### src/rtl/mwvsf_pkg.sv
// Package for the memory word value scan filter.
// Holds register codes, lane-size and mode enums, and the per-byte compare flag type.
// No dependencies.
package mwvsf_pkg;

   localparam int WordW   = 64;
   localparam int ByteW   = 8;
   localparam int NumBytes = WordW / ByteW;
   localparam int ByteIdxW = $clog2(NumBytes);
   localparam int CsrIdxW = 4;

   localparam logic [CsrIdxW-1:0] CSR_VALUE_LOW   = 4'd0;
   localparam logic [CsrIdxW-1:0] CSR_VALUE_HIGH  = 4'd1;
   localparam logic [CsrIdxW-1:0] CSR_LANE_SIZE   = 4'd2;
   localparam logic [CsrIdxW-1:0] CSR_SEARCH_MODE = 4'd3;

   typedef enum logic [1:0] {
      LANE_8  = 2'd0,
      LANE_16 = 2'd1,
      LANE_32 = 2'd2,
      LANE_64 = 2'd3
   } lane_size_type;

   typedef enum logic {
      MODE_EQUAL = 1'b0,
      MODE_RANGE = 1'b1
   } search_mode_type;

   typedef struct packed {
      logic eq_lo;
      logic gt_lo;
      logic eq_hi;
      logic lt_hi;
   } cmp_flags_type;

   // upper part decides unless equal, then the lower part decides
   function automatic cmp_flags_type combine_flags(cmp_flags_type upper, cmp_flags_type lower);
      cmp_flags_type f;
      f.eq_lo = upper.eq_lo & lower.eq_lo;
      f.gt_lo = upper.gt_lo | (upper.eq_lo & lower.gt_lo);
      f.eq_hi = upper.eq_hi & lower.eq_hi;
      f.lt_hi = upper.lt_hi | (upper.eq_hi & lower.lt_hi);
      return f;
   endfunction

   function automatic logic lane_hit(cmp_flags_type f, search_mode_type mode);
      logic hit;
      unique case (mode)
         MODE_RANGE: hit = (f.gt_lo | f.eq_lo) & (f.lt_hi | f.eq_hi);
         MODE_EQUAL: hit = f.eq_lo;
         default:    hit = 1'b0;
      endcase
      return hit;
   endfunction

   // byte offset mask within a lane: selects the value byte each data byte meets
   function automatic logic [ByteIdxW-1:0] byte_sel_mask(lane_size_type size);
      logic [ByteIdxW-1:0] m;
      unique case (size)
         LANE_8:  m = 3'd0;
         LANE_16: m = 3'd1;
         LANE_32: m = 3'd3;
         LANE_64: m = 3'd7;
         default: m = 3'd0;
      endcase
      return m;
   endfunction

endpackage

### src/rtl/mwvsf_byte_cmp.sv
// One byte lane comparator: data byte against the low and high value bytes.
// Depends on mwvsf_pkg.
module mwvsf_byte_cmp
   import mwvsf_pkg::*;
(
   input  logic [ByteW-1:0] data_byte,
   input  logic [ByteW-1:0] low_byte,
   input  logic [ByteW-1:0] high_byte,
   output cmp_flags_type    flags
);

   always_comb begin
      flags.eq_lo = (data_byte == low_byte);
      flags.gt_lo = (data_byte >  low_byte);
      flags.eq_hi = (data_byte == high_byte);
      flags.lt_hi = (data_byte <  high_byte);
   end

endmodule

### src/rtl/mwvsf_merge.sv
// Merges byte compare flags into 16/32/64-bit lanes and reduces to one hit.
// Depends on mwvsf_pkg.
module mwvsf_merge
   import mwvsf_pkg::*;
(
   input  cmp_flags_type   byte_flags [NumBytes],
   input  lane_size_type   lane_size,
   input  search_mode_type search_mode,
   output logic            hit
);

   cmp_flags_type f16 [4];
   cmp_flags_type f32 [2];
   cmp_flags_type f64;
   logic [7:0]    h8;
   logic [3:0]    h16;
   logic [1:0]    h32;
   logic          h64;

   always_comb begin
      for (int i = 0; i < 4; i++) begin
         f16[i] = combine_flags(byte_flags[2*i+1], byte_flags[2*i]);
      end
      for (int i = 0; i < 2; i++) begin
         f32[i] = combine_flags(f16[2*i+1], f16[2*i]);
      end
      f64 = combine_flags(f32[1], f32[0]);
      for (int i = 0; i < 8; i++) begin
         h8[i] = lane_hit(byte_flags[i], search_mode);
      end
      for (int i = 0; i < 4; i++) begin
         h16[i] = lane_hit(f16[i], search_mode);
      end
      for (int i = 0; i < 2; i++) begin
         h32[i] = lane_hit(f32[i], search_mode);
      end
      h64 = lane_hit(f64, search_mode);
   end

   always_comb begin
      unique case (lane_size)
         LANE_8:  hit = |h8;
         LANE_16: hit = |h16;
         LANE_32: hit = |h32;
         LANE_64: hit = h64;
         default: hit = 1'b0;
      endcase
   end

endmodule

### src/rtl/memory_word_value_scan_filter.sv
// Top level of the memory word value scan filter: config registers, byte lanes, merge, output.
// Depends on mwvsf_pkg, mwvsf_byte_cmp and mwvsf_merge.
//
//   channel | ports                                  | dir | beat
//   req     | req_valid/ready, word_address/data     | in  | one 64-bit word + address
//   rsp     | rsp_valid/ready, hit_address/hit_word  | out | one hitting word
//   csr     | csr_wr_en, csr_index, csr_wdata        | in  | one register write
//
// Byte compares are registered in the s1 stage, then the lane merge result is registered in the output stage.
// One word per cycle sustained while rsp is not stalled; a word with no hit produces no beat.
// Stalls on rsp back up through the compare stage to req_ready.
// Synchronous reset clears config registers and valid flags.
module memory_word_value_scan_filter
   import mwvsf_pkg::*;
(
   input  logic               clock,
   input  logic               reset,
   input  logic               req_valid,
   output logic               req_ready,
   input  logic [WordW-1:0]   req_word_address,
   input  logic [WordW-1:0]   req_word_data,
   output logic               rsp_valid,
   input  logic               rsp_ready,
   output logic [WordW-1:0]   rsp_hit_address,
   output logic [WordW-1:0]   rsp_hit_word,
   input  logic               csr_wr_en,
   input  logic [CsrIdxW-1:0] csr_index,
   input  logic [WordW-1:0]   csr_wdata
);

   logic [WordW-1:0]    value_low_ff, value_low_in;
   logic [WordW-1:0]    value_high_ff, value_high_in;
   lane_size_type       lane_size_ff, lane_size_in;
   search_mode_type     search_mode_ff, search_mode_in;

   logic                s1_valid_ff, s1_valid_in;
   logic [WordW-1:0]    s1_addr_ff, s1_addr_in;
   logic [WordW-1:0]    s1_data_ff, s1_data_in;
   cmp_flags_type       s1_flags_ff [NumBytes];
   cmp_flags_type       s1_flags_in [NumBytes];

   logic                out_valid_ff, out_valid_in;
   logic [WordW-1:0]    out_addr_ff, out_addr_in;
   logic [WordW-1:0]    out_word_ff, out_word_in;

   logic                [ByteIdxW-1:0] sel_mask;
   logic                s1_hit;
   logic                out_free;
   logic                s1_advance;
   logic                req_take;

   // config writes
   always_comb begin
      value_low_in   = value_low_ff;
      value_high_in  = value_high_ff;
      lane_size_in   = lane_size_ff;
      search_mode_in = search_mode_ff;
      if (csr_wr_en) begin
         unique case (csr_index)
            CSR_VALUE_LOW:   value_low_in   = csr_wdata;
            CSR_VALUE_HIGH:  value_high_in  = csr_wdata;
            CSR_LANE_SIZE:   lane_size_in   = lane_size_type'(csr_wdata[1:0]);
            CSR_SEARCH_MODE: search_mode_in = search_mode_type'(csr_wdata[0]);
            default: ;
         endcase
      end
   end

   assign sel_mask = byte_sel_mask(lane_size_ff);

   for (genvar b = 0; b < NumBytes; b++) begin : g_lane
      localparam logic [ByteIdxW-1:0] ByteIdx = ByteIdxW'(b);
      logic [ByteIdxW-1:0] vsel;
      assign vsel = ByteIdx & sel_mask;
      mwvsf_byte_cmp u_cmp (
         .data_byte (req_word_data[b*ByteW +: ByteW]),
         .low_byte  (value_low_ff[vsel*ByteW +: ByteW]),
         .high_byte (value_high_ff[vsel*ByteW +: ByteW]),
         .flags     (s1_flags_in[b])
      );
   end

   mwvsf_merge u_merge (
      .byte_flags  (s1_flags_ff),
      .lane_size   (lane_size_ff),
      .search_mode (search_mode_ff),
      .hit         (s1_hit)
   );

   // handshake
   assign out_free   = !out_valid_ff || rsp_ready;
   assign s1_advance = s1_valid_ff && out_free;
   assign req_ready  = !s1_valid_ff || out_free;
   assign req_take   = req_valid && req_ready;

   always_comb begin
      s1_valid_in  = req_take ? 1'b1 : (s1_advance ? 1'b0 : s1_valid_ff);
      s1_addr_in   = req_take ? req_word_address : s1_addr_ff;
      s1_data_in   = req_take ? req_word_data : s1_data_ff;
      out_valid_in = out_valid_ff && !rsp_ready;
      out_addr_in  = out_addr_ff;
      out_word_in  = out_word_ff;
      if (s1_advance && s1_hit) begin
         out_valid_in = 1'b1;
         out_addr_in  = s1_addr_ff;
         out_word_in  = s1_data_ff;
      end
   end

   always_ff @(posedge clock) begin
      if (reset) begin
         value_low_ff   <= '0;
         value_high_ff  <= '0;
         lane_size_ff   <= LANE_8;
         search_mode_ff <= MODE_EQUAL;
         s1_valid_ff    <= 1'b0;
         out_valid_ff   <= 1'b0;
      end else begin
         value_low_ff   <= value_low_in;
         value_high_ff  <= value_high_in;
         lane_size_ff   <= lane_size_in;
         search_mode_ff <= search_mode_in;
         s1_valid_ff    <= s1_valid_in;
         out_valid_ff   <= out_valid_in;
      end
   end

   always_ff @(posedge clock) begin
      s1_addr_ff  <= s1_addr_in;
      s1_data_ff  <= s1_data_in;
      out_addr_ff <= out_addr_in;
      out_word_ff <= out_word_in;
      if (req_take) begin
         s1_flags_ff <= s1_flags_in;
      end
   end

   assign rsp_valid       = out_valid_ff;
   assign rsp_hit_address = out_addr_ff;
   assign rsp_hit_word    = out_word_ff;

endmodule

### config.mk
export PLATFORM = sky130hd
export DESIGN_NAME = memory_word_value_scan_filter
export DESIGN_NICKNAME = d
export VERILOG_FILES = /design/src/rtl/mwvsf_pkg.sv /design/src/rtl/mwvsf_byte_cmp.sv /design/src/rtl/mwvsf_merge.sv /design/src/rtl/memory_word_value_scan_filter.sv
export SDC_FILE = /design/constraint.sdc
export NUM_CORES = 1
export LEC_CHECK = 0
export ABC_AREA = 1
export BUFFER_PORTS_ARGS = -buffer_cell sky130_fd_sc_hd__buf_2
export CORE_MARGIN = 5
export CORE_UTILIZATION = 45
export DETAILED_ROUTE_END_ITERATION = 6
export PLACE_DENSITY = 0.75
export SYNTH_ARGS = -nofsm -noshare
export SYNTH_HDL_FRONTEND = slang
export SYNTH_SLANG_ARGS = --single-unit
### constraint.sdc
create_clock -name clock -period 5.41 [get_ports clock]
set_clock_uncertainty 0.05 [all_clocks]
set_input_delay 0.2705 -clock clock [delete_from_list [all_inputs] [get_ports clock]]
set_output_delay 0.2705 -clock clock [all_outputs]
set_load 0.005 [all_outputs]
==> impl_metrics.json, run 1 <==
{
  "post-route-util_pct": 58.9,
  "h-tree-depth": 2,
  "p_leak_nw": 9.66,
  "fmax_mhz": 315,
  "cts_tree": "yes",
  "grt_max_degree": 89,
  "ys_seq_area_share_pct": 61.7,
  "relSlewSlack_pct": 26.8,
  "avgSynthCellArea_um2": 11.3,
  "mappedNetlistNets": 1950,
  "grt_remaining_overflow": 0,
  "die_h_um": 212,
  "rsz0062_at_grt": "false",
  "first_iter_violations": 1195,
  "async_reset_ff_share_pct": 0,
  "worstPathRequired_ns": 5.67,
  "fin_nets": 2453,
  "vdd_drop_max_mv": 0.193,
  "dp_hpwl_um": 38900,
  "yosysWarningCount": 0,
  "grt_pass1_wl_um": 83900,
  "start_util_pct": 45.2,
  "holdCritPathClass": "input pin to register",
  "finalSetupViolCount": 0,
  "core_area_um2": 40600,
  "fp.dieArea_um2": 44900,
  "firstDrtPassIters": 6,
  "syn_inst": 1621,
  "synth.area.top_cells": "edfxtp_1, dfxtp_1, ha_1",
  "grt_util_met2_pct": 39.7,
  "placementRows": 74,
  "status": "complete, no violations",
  "final_antenna_net_count": 0,
  "routed_wl_um": 55900,
  "cts_sinks": 421,
  "ys_types": 35,
  "post-cts-setup-buffers": 0,
  "start_kind": "register",
  "clk_path_buf_depth": 3,
  "clk_latency_ns": 0.59,
  "synth_edf_count": 288,
  "use_met1_pct": 31.9,
  "hold_viol_final": 0,
  "netlist_area_um2": 18300,
  "die_w_um": 212,
  "critPathArrivalTime_ns": 3.43,
  "drive_gt1_share_pct": 23.5,
  "cts_buffers": 46,
  "post-route-drc-count": 0,
  "grt_usage_pct": 24.3,
  "busiest_layer": "met2",
  "grt_util_met3_pct": 5.10,
  "root_buffer": "clkbuf_16",
  "cp-end-kind": "register",
  "tightestPinTransition_ns": 1.10,
  "synth_top_area_share_pct": 47.2,
  "area_growth_pct": 30.2,
  "crit_fanout": 76,
  "clk_pin_slew_worst_paths_ns": 0.06,
  "antenna_found_initial": 2,
  "cts_hold_buf": 197,
  "slew_violations": 0,
  "via_per_inst": 5.44,
  "period_share_pct": 58.7,
  "synth_top_area_cell": "edfxtp_1",
  "via_count": 14659,
  "power.density_nw_per_um2": 315,
  "portBuffers": 330,
  "place.gp.congestion": 0.983,
  "ios": 331,
  "grt_pass1_vias": 14559,
  "cts.repair.resized": 0,
  "ys_ff_latch": 421,
  "routedWlPerCell_um": 20.7,
  "tns_ns": 0,
  "drv_cap": 0,
  "min_period_ns": 3.17,
  "synth_flop_cell": "edfxtp_1",
  "nFillCells": 3264,
  "critPathKind": "register to register"
}
==> state kept, by name (all words and copies together), names as in the netlist <==
register         cells
s1_data_ff          64
value_high_ff       64
rsp_hit_word        64
s1_flags_ff         32
lane_size_ff         2
search_mode_ff       1
s1_valid_ff          1
s1_addr_ff          64
rsp_hit_address     64
rsp_valid            1
value_low_ff        64
==> routing by layer <==
layer	wire, um	share of wire, %	up-vias
met5	0	0	-
met4	2160	3.9	0
met3	4630	8.3	133
met2	26200	47	689
met1	23000	41	6956
li1	-	-	6881
==> per-stage QoR <==
stage	area (um2)	hold slack (ns)	power [W]	cells	setup slack (ns)
after floorplan	18300	0.319	0.00407	1621	1.22
after global routing	23900	0.0173	0.00783	2696	2.04
after detailed placement	20400	0.355	0.00436	2411	2.24
final	23900	0.0381	0.00752	2696	2.24
after global placement	20400	0.350	0.00433	2411	2.45
after CTS	23900	0.00678	0.00757	2694	2.30
==> report_power, final <==
part	internal, W	switching (W)
sequential	0.00360	0.0000554
clock	0.00180	0.00129
combinational	0.000320	0.000442
total	0.00573	0.00179
==> kinds of logic (layout without fill, tap and decap cells) <==
| logic type | after synthesis | after routing | synth area share (%) |
|---|---|---|---|
| AND/OR/NAND/NOR | 540 | 540 | 13.1 |
| flip-flops | 421 | 421 | 61.7 |
| other | 0 | 2 | 0 |
| buffers and inverters | 181 | 722 | 4.18 |
| adder cells (fa/ha/maj) | 128 | 128 | 8.73 |
| AO/OA/AOI/OAI | 351 | 351 | 12.3 |
==> synthesized netlist by cell type (3+ instances only) <==
master,instances
nand2_1,312
nor3_1,16
nand4_1,99
buf_6,7
nand3_1,32
ha_1,128
buf_1,13
nor2_1,69
clkbuf_1,42
nand3b_1,4
dfxtp_1,133
nand3_2,3
a21oi_1,156
o21ai_0,43
o22ai_1,4
inv_2,9
buf_2,19
o21ai_1,47
a211oi_2,38
buf_4,3
inv_1,88
edfxtp_1,288
o21bai_1,9
a2111oi_0,8
a211oi_1,6
o21ai_2,32
==> cell type report <==
type / count / area, um2 / share of cell area [%]
antenna: 2 / 5.00 / 0.0210
clock buffer: 65 / 1380 / 5.79
clock inverter: 21 / 145 / 0.608
inverter: 97 / 374 / 1.57
multi-input combinational: 1019 / 6270 / 26.2
sequential: 421 / 11300 / 47.4
tap: 532 / 666 / 2.79
timing repair buffer: 539 / 3730 / 15.6
==> layout by cell type, fill, tap and decap left out, types with 8 or more instances in the layout <==
cell             n
inv_1           86
nand3_1         32
a21oi_1        156
a211oi_2        38
o21ai_1         47
inv_2            9
clkbuf_1         8
a2111oi_0        8
nand2_1        311
ha_1           128
edfxtp_1       288
dfxtp_1        133
buf_4           12
nand4_1         99
o21bai_1         9
dlygate4sd3_1  197
o21ai_0         43
nor2_1          69
o21ai_2         32
nor3_1          16
clkbuf_16       52
buf_2          329
clkinv_2         9
==> path summary, 6_finish.rpt <==
path                         from                  to  slack [ns]  depth (start not counted)
setup / recovery  lane_size_ff[0]      s1_flags_ff[8]        2.24                          9
hold / removal       csr_wdata[1]    value_high_ff[1]        0.04                          3
setup reg to reg  lane_size_ff[0]      s1_flags_ff[8]        2.24                          9
hold reg to reg     s1_addr_ff[5]  rsp_hit_address[5]        0.36                          0
==> worst max-delay path, stage by stage, from the launching register on <==
cell       delay (ns)
dfxtp_1          0.40
nand2_4          0.61
buf_4            0.57
nand2_1          0.17
o21ai_1          0.21
ha_1             0.21
nor2_1           0.04
o21bai_1         0.11
a21oi_1          0.09
a2111oi_0        0.40
Note: power is estimated with default switching activity, not from simulation.
==> inputs of run 2 (changes only) <==
--- a/config.mk
+++ b/config.mk
@@ -5,7 +5,7 @@
 export SDC_FILE = /design/constraint.sdc
 export NUM_CORES = 1
 export LEC_CHECK = 0
-export ABC_AREA = 1
+export ABC_AREA = 0
 export BUFFER_PORTS_ARGS = -buffer_cell sky130_fd_sc_hd__buf_2
 export CORE_MARGIN = 5
 export CORE_UTILIZATION = 45
==> constraint.sdc (replaced) <==
create_clock -name clock -period 3.1 [get_ports clock]
set_clock_uncertainty 0.05 [all_clocks]
set_input_delay 0.155 -clock clock [delete_from_list [all_inputs] [get_ports clock]]
set_output_delay 0.155 -clock clock [all_outputs]
set_load 0.005 [all_outputs]
==> run 2 against run 1 <==
Effect of this change: combinational power rose by 35%; count of clock-buffer cells in the layout increased by 1; synthesized area fell by 3.6%; flip-flop and latch count unchanged; via count down 6.0%; sequential share of layout area is 0.90 points higher; first-iteration DRC count shrank 14%; die area shrank 3.5%; register-to-register slack worse by 2.0 ns; setup slack got worse by 2.0 ns; highest routed layer is now met5.
==> impl_metrics.json, run 2 <==
{
  "start_util_pct": 45.6,
  "post-cts-setup-buffers": 0,
  "grt_remaining_overflow": 0,
  "cp_slowest_cell": "nor2_2",
  "crit_family": "simple AND/OR/NAND/NOR gates",
  "synth_top_area_share_pct": 48.9,
  "hold_viol_final": 0,
  "cts_sinks": 421,
  "status": "complete, no violations",
  "grt_usage_pct": 24.3,
  "netlist_area_um2": 17700,
  "dp_hpwl_um": 37500,
  "clk_pin_slew_worst_paths_ns": 0.06,
  "cp_cell_sequence": "nor2_2, mux2i_1, inv_1, mux2i_1, nor2_1, a21oi_1, ha_1, nor2b_1, o21ai_0, nand2b_1, a21oi_1, nor2_1, a211oi_1",
  "place_ws_ns": 0.287,
  "drive_gt1_share_pct": 21.7,
  "place.gp.congestion": 0.954,
  "synth_edf_count": 288,
  "final_antenna_net_count": 0,
  "finalSetupViolCount": 0,
  "routed_wl_um": 53900,
  "fmax_mhz": 351,
  "clockPowerShare_pct": 40.2,
  "async_reset_ff_share_pct": 0,
  "p_sw_w": 0.00281,
  "ys_ff_latch": 421,
  "critPathMaxStageDelay_ns": 0.37,
  "worstPathRequired_ns": 3.43,
  "tightestPinTransition_ns": 0.968,
  "cp-end-kind": "register",
  "holdCritPathClass": "input pin to register",
  "via_count": 13779,
  "critPathKind": "register to register",
  "switching_share_pct": 22.7,
  "core_area_um2": 38700,
  "slew_violations": 0,
  "clk_latency_ns": 0.57,
  "firstDrtPassIters": 5,
  "layout_commonest_cell": "buf_2",
  "die_h_um": 208,
  "min_period_ns": 2.85,
  "synth_flop_cell": "edfxtp_1",
  "rsz0062_at_grt": "false",
  "clk_path_buf_depth": 3,
  "placementRows": 72,
  "pwr-share-seq_pct": 51.5,
  "grt_max_degree": 105,
  "synth_most_common_cell": "nand2_1",
  "yosysWarningCount": 0,
  "period_share_pct": 92.0,
  "syn_inst": 1486,
  "start_kind": "register",
  "crit_fanout": 8,
  "critPathArrivalTime_ns": 3.18,
  "ys_top_cells_by_count": "nand2_1, edfxtp_1, a21oi_1",
  "path_buf_inv": 1,
  "fp.dieArea_um2": 43300,
  "via_per_inst": 5.32,
  "final_cell_mix": "buf_2, nand2_1, edfxtp_1",
  "tns_ns": 0,
  "p_leak_nw": 9.39,
  "grt_pass1_wl_um": 82200,
  "grt_pass1_vias": 13933,
  "ys_types": 42,
  "first_iter_violations": 1026,
  "ios": 331,
  "synth_top_area_cell": "edfxtp_1",
  "ys_seq_area_share_pct": 64.0,
  "antenna_found_initial": 2,
  "cts_buffers": 44,
  "relSlewSlack_pct": 35.5,
  "die_w_um": 208,
  "area_growth_pct": 32.6,
  "setup_slack_ns": 0.249,
  "avgSynthCellArea_um2": 11.9,
  "internal-power_w": 0.00958,
  "cts_tree": "yes",
  "synth.area.top_cells": "edfxtp_1, dfxtp_1, ha_1",
  "drv_cap": 0,
  "fin_nets": 2367,
  "power.density_nw_per_um2": 528,
  "portBuffers": 330,
  "combPwrFrac_pct": 8.3,
  "root_buffer": "clkbuf_16",
  "h-tree-depth": 2,
  "post-route-drc-count": 0,
  "mappedNetlistNets": 1815,
  "routedWlPerCell_um": 20.8,
  "vdd_drop_max_mv": 0.318
}
[run 2: cell types whose count changed after synthesis, moves of 31 or more]
cell and change:
nand3_1 -31, nand4_1 -64, a211oi_2 -38, mux2i_1 +59, o21ai_2 -32, o21ai_1 -46
inv_1 -35
[run 2: final cells by class]
type                       instances  area (um2)
antenna                            1        2.50
clock buffer                      66        1260
clock inverter                    15        95.1
fill                            3064       15300
inverter                          53         199
multi-input combinational        953        5930
sequential                       421       11300
tap                              518         648
timing repair buffer             565        4000
[run 2: power groups by stage]
stage	clock [W]	combinational [W]	sequential, W
global placement	0	0.000789	0.00648
floorplan	0	0.000374	0.00647
global route	0.00532	0.00113	0.00639
finish	0.00498	0.00103	0.00638
CTS	0.00506	0.00102	0.00637
detailed placement	0	0.000815	0.00649
[run 2: worst paths after layout]
check / slack [ns] / from / endpoint / cells past startpoint
min reg2reg: 0.36 / s1_data_ff[21] / rsp_hit_word[21] / 0
max: 0.25 / lane_size_ff[0] / s1_flags_ff[0] / 13
max reg2reg: 0.25 / lane_size_ff[0] / s1_flags_ff[0] / 13
min: 0.07 / csr_index[2] / search_mode_ff / 5
[run 2: cells by family (layout without fill, tap and decap cells)]
family                     after synthesis  in the layout  synth area share [%]
and+or+nand+nor                        447            447                  10.7
DFF                                    421            421                  64.0
AOI/OAI and AO/OA                      311            311                  9.73
other                                    0              1                     0
adders and majority gates              128            128                  9.06
buffers and inverters                  112            699                  2.62
muxes                                   67             67                  3.85
[run 2: through the flow]
stage               total power (W)  instance area, um2  hold slack, ns  util, %  cells
finish                       0.0124               23400          0.0723     60.5   2592
global route                 0.0128               23400          0.0619     60.5   2592
CTS                          0.0125               23400          0.0128     60.5   2591
detailed placement          0.00730               20100           0.283     51.9   2314
global placement            0.00726               20100           0.282     51.9   2314
floorplan                   0.00685               17700           0.204        -   1486
[run 2: routing by layer]
| layer | track usage (%) | vias to the layer above | wire, um |
|---|---|---|---|
| li1 | - | 6459 | - |
| met1 | 32.0 | 6650 | 22100 |
| met2 | 41.2 | 571 | 26300 |
| met3 | 5.15 | 97 | 4120 |
| met4 | 6.39 | 2 | 1300 |
| met5 | 0 | - | 7 |
[run 2: what timing repair did]
| action | CTS | global route |
|---|---|---|
| resized for setup | 0 | 0 |
| setup endpoints to repair | 0 | 0 |
| hold endpoints to repair | 262 | 0 |
| hold buffers | 196 | 0 |
[run 2: worst min-delay path, stage by stage]
cell and delay [ns]:
buf_2 0.07, nor2_1 0.04, nand4_1 0.19, mux2i_1 0.10, nor2_1 0.08
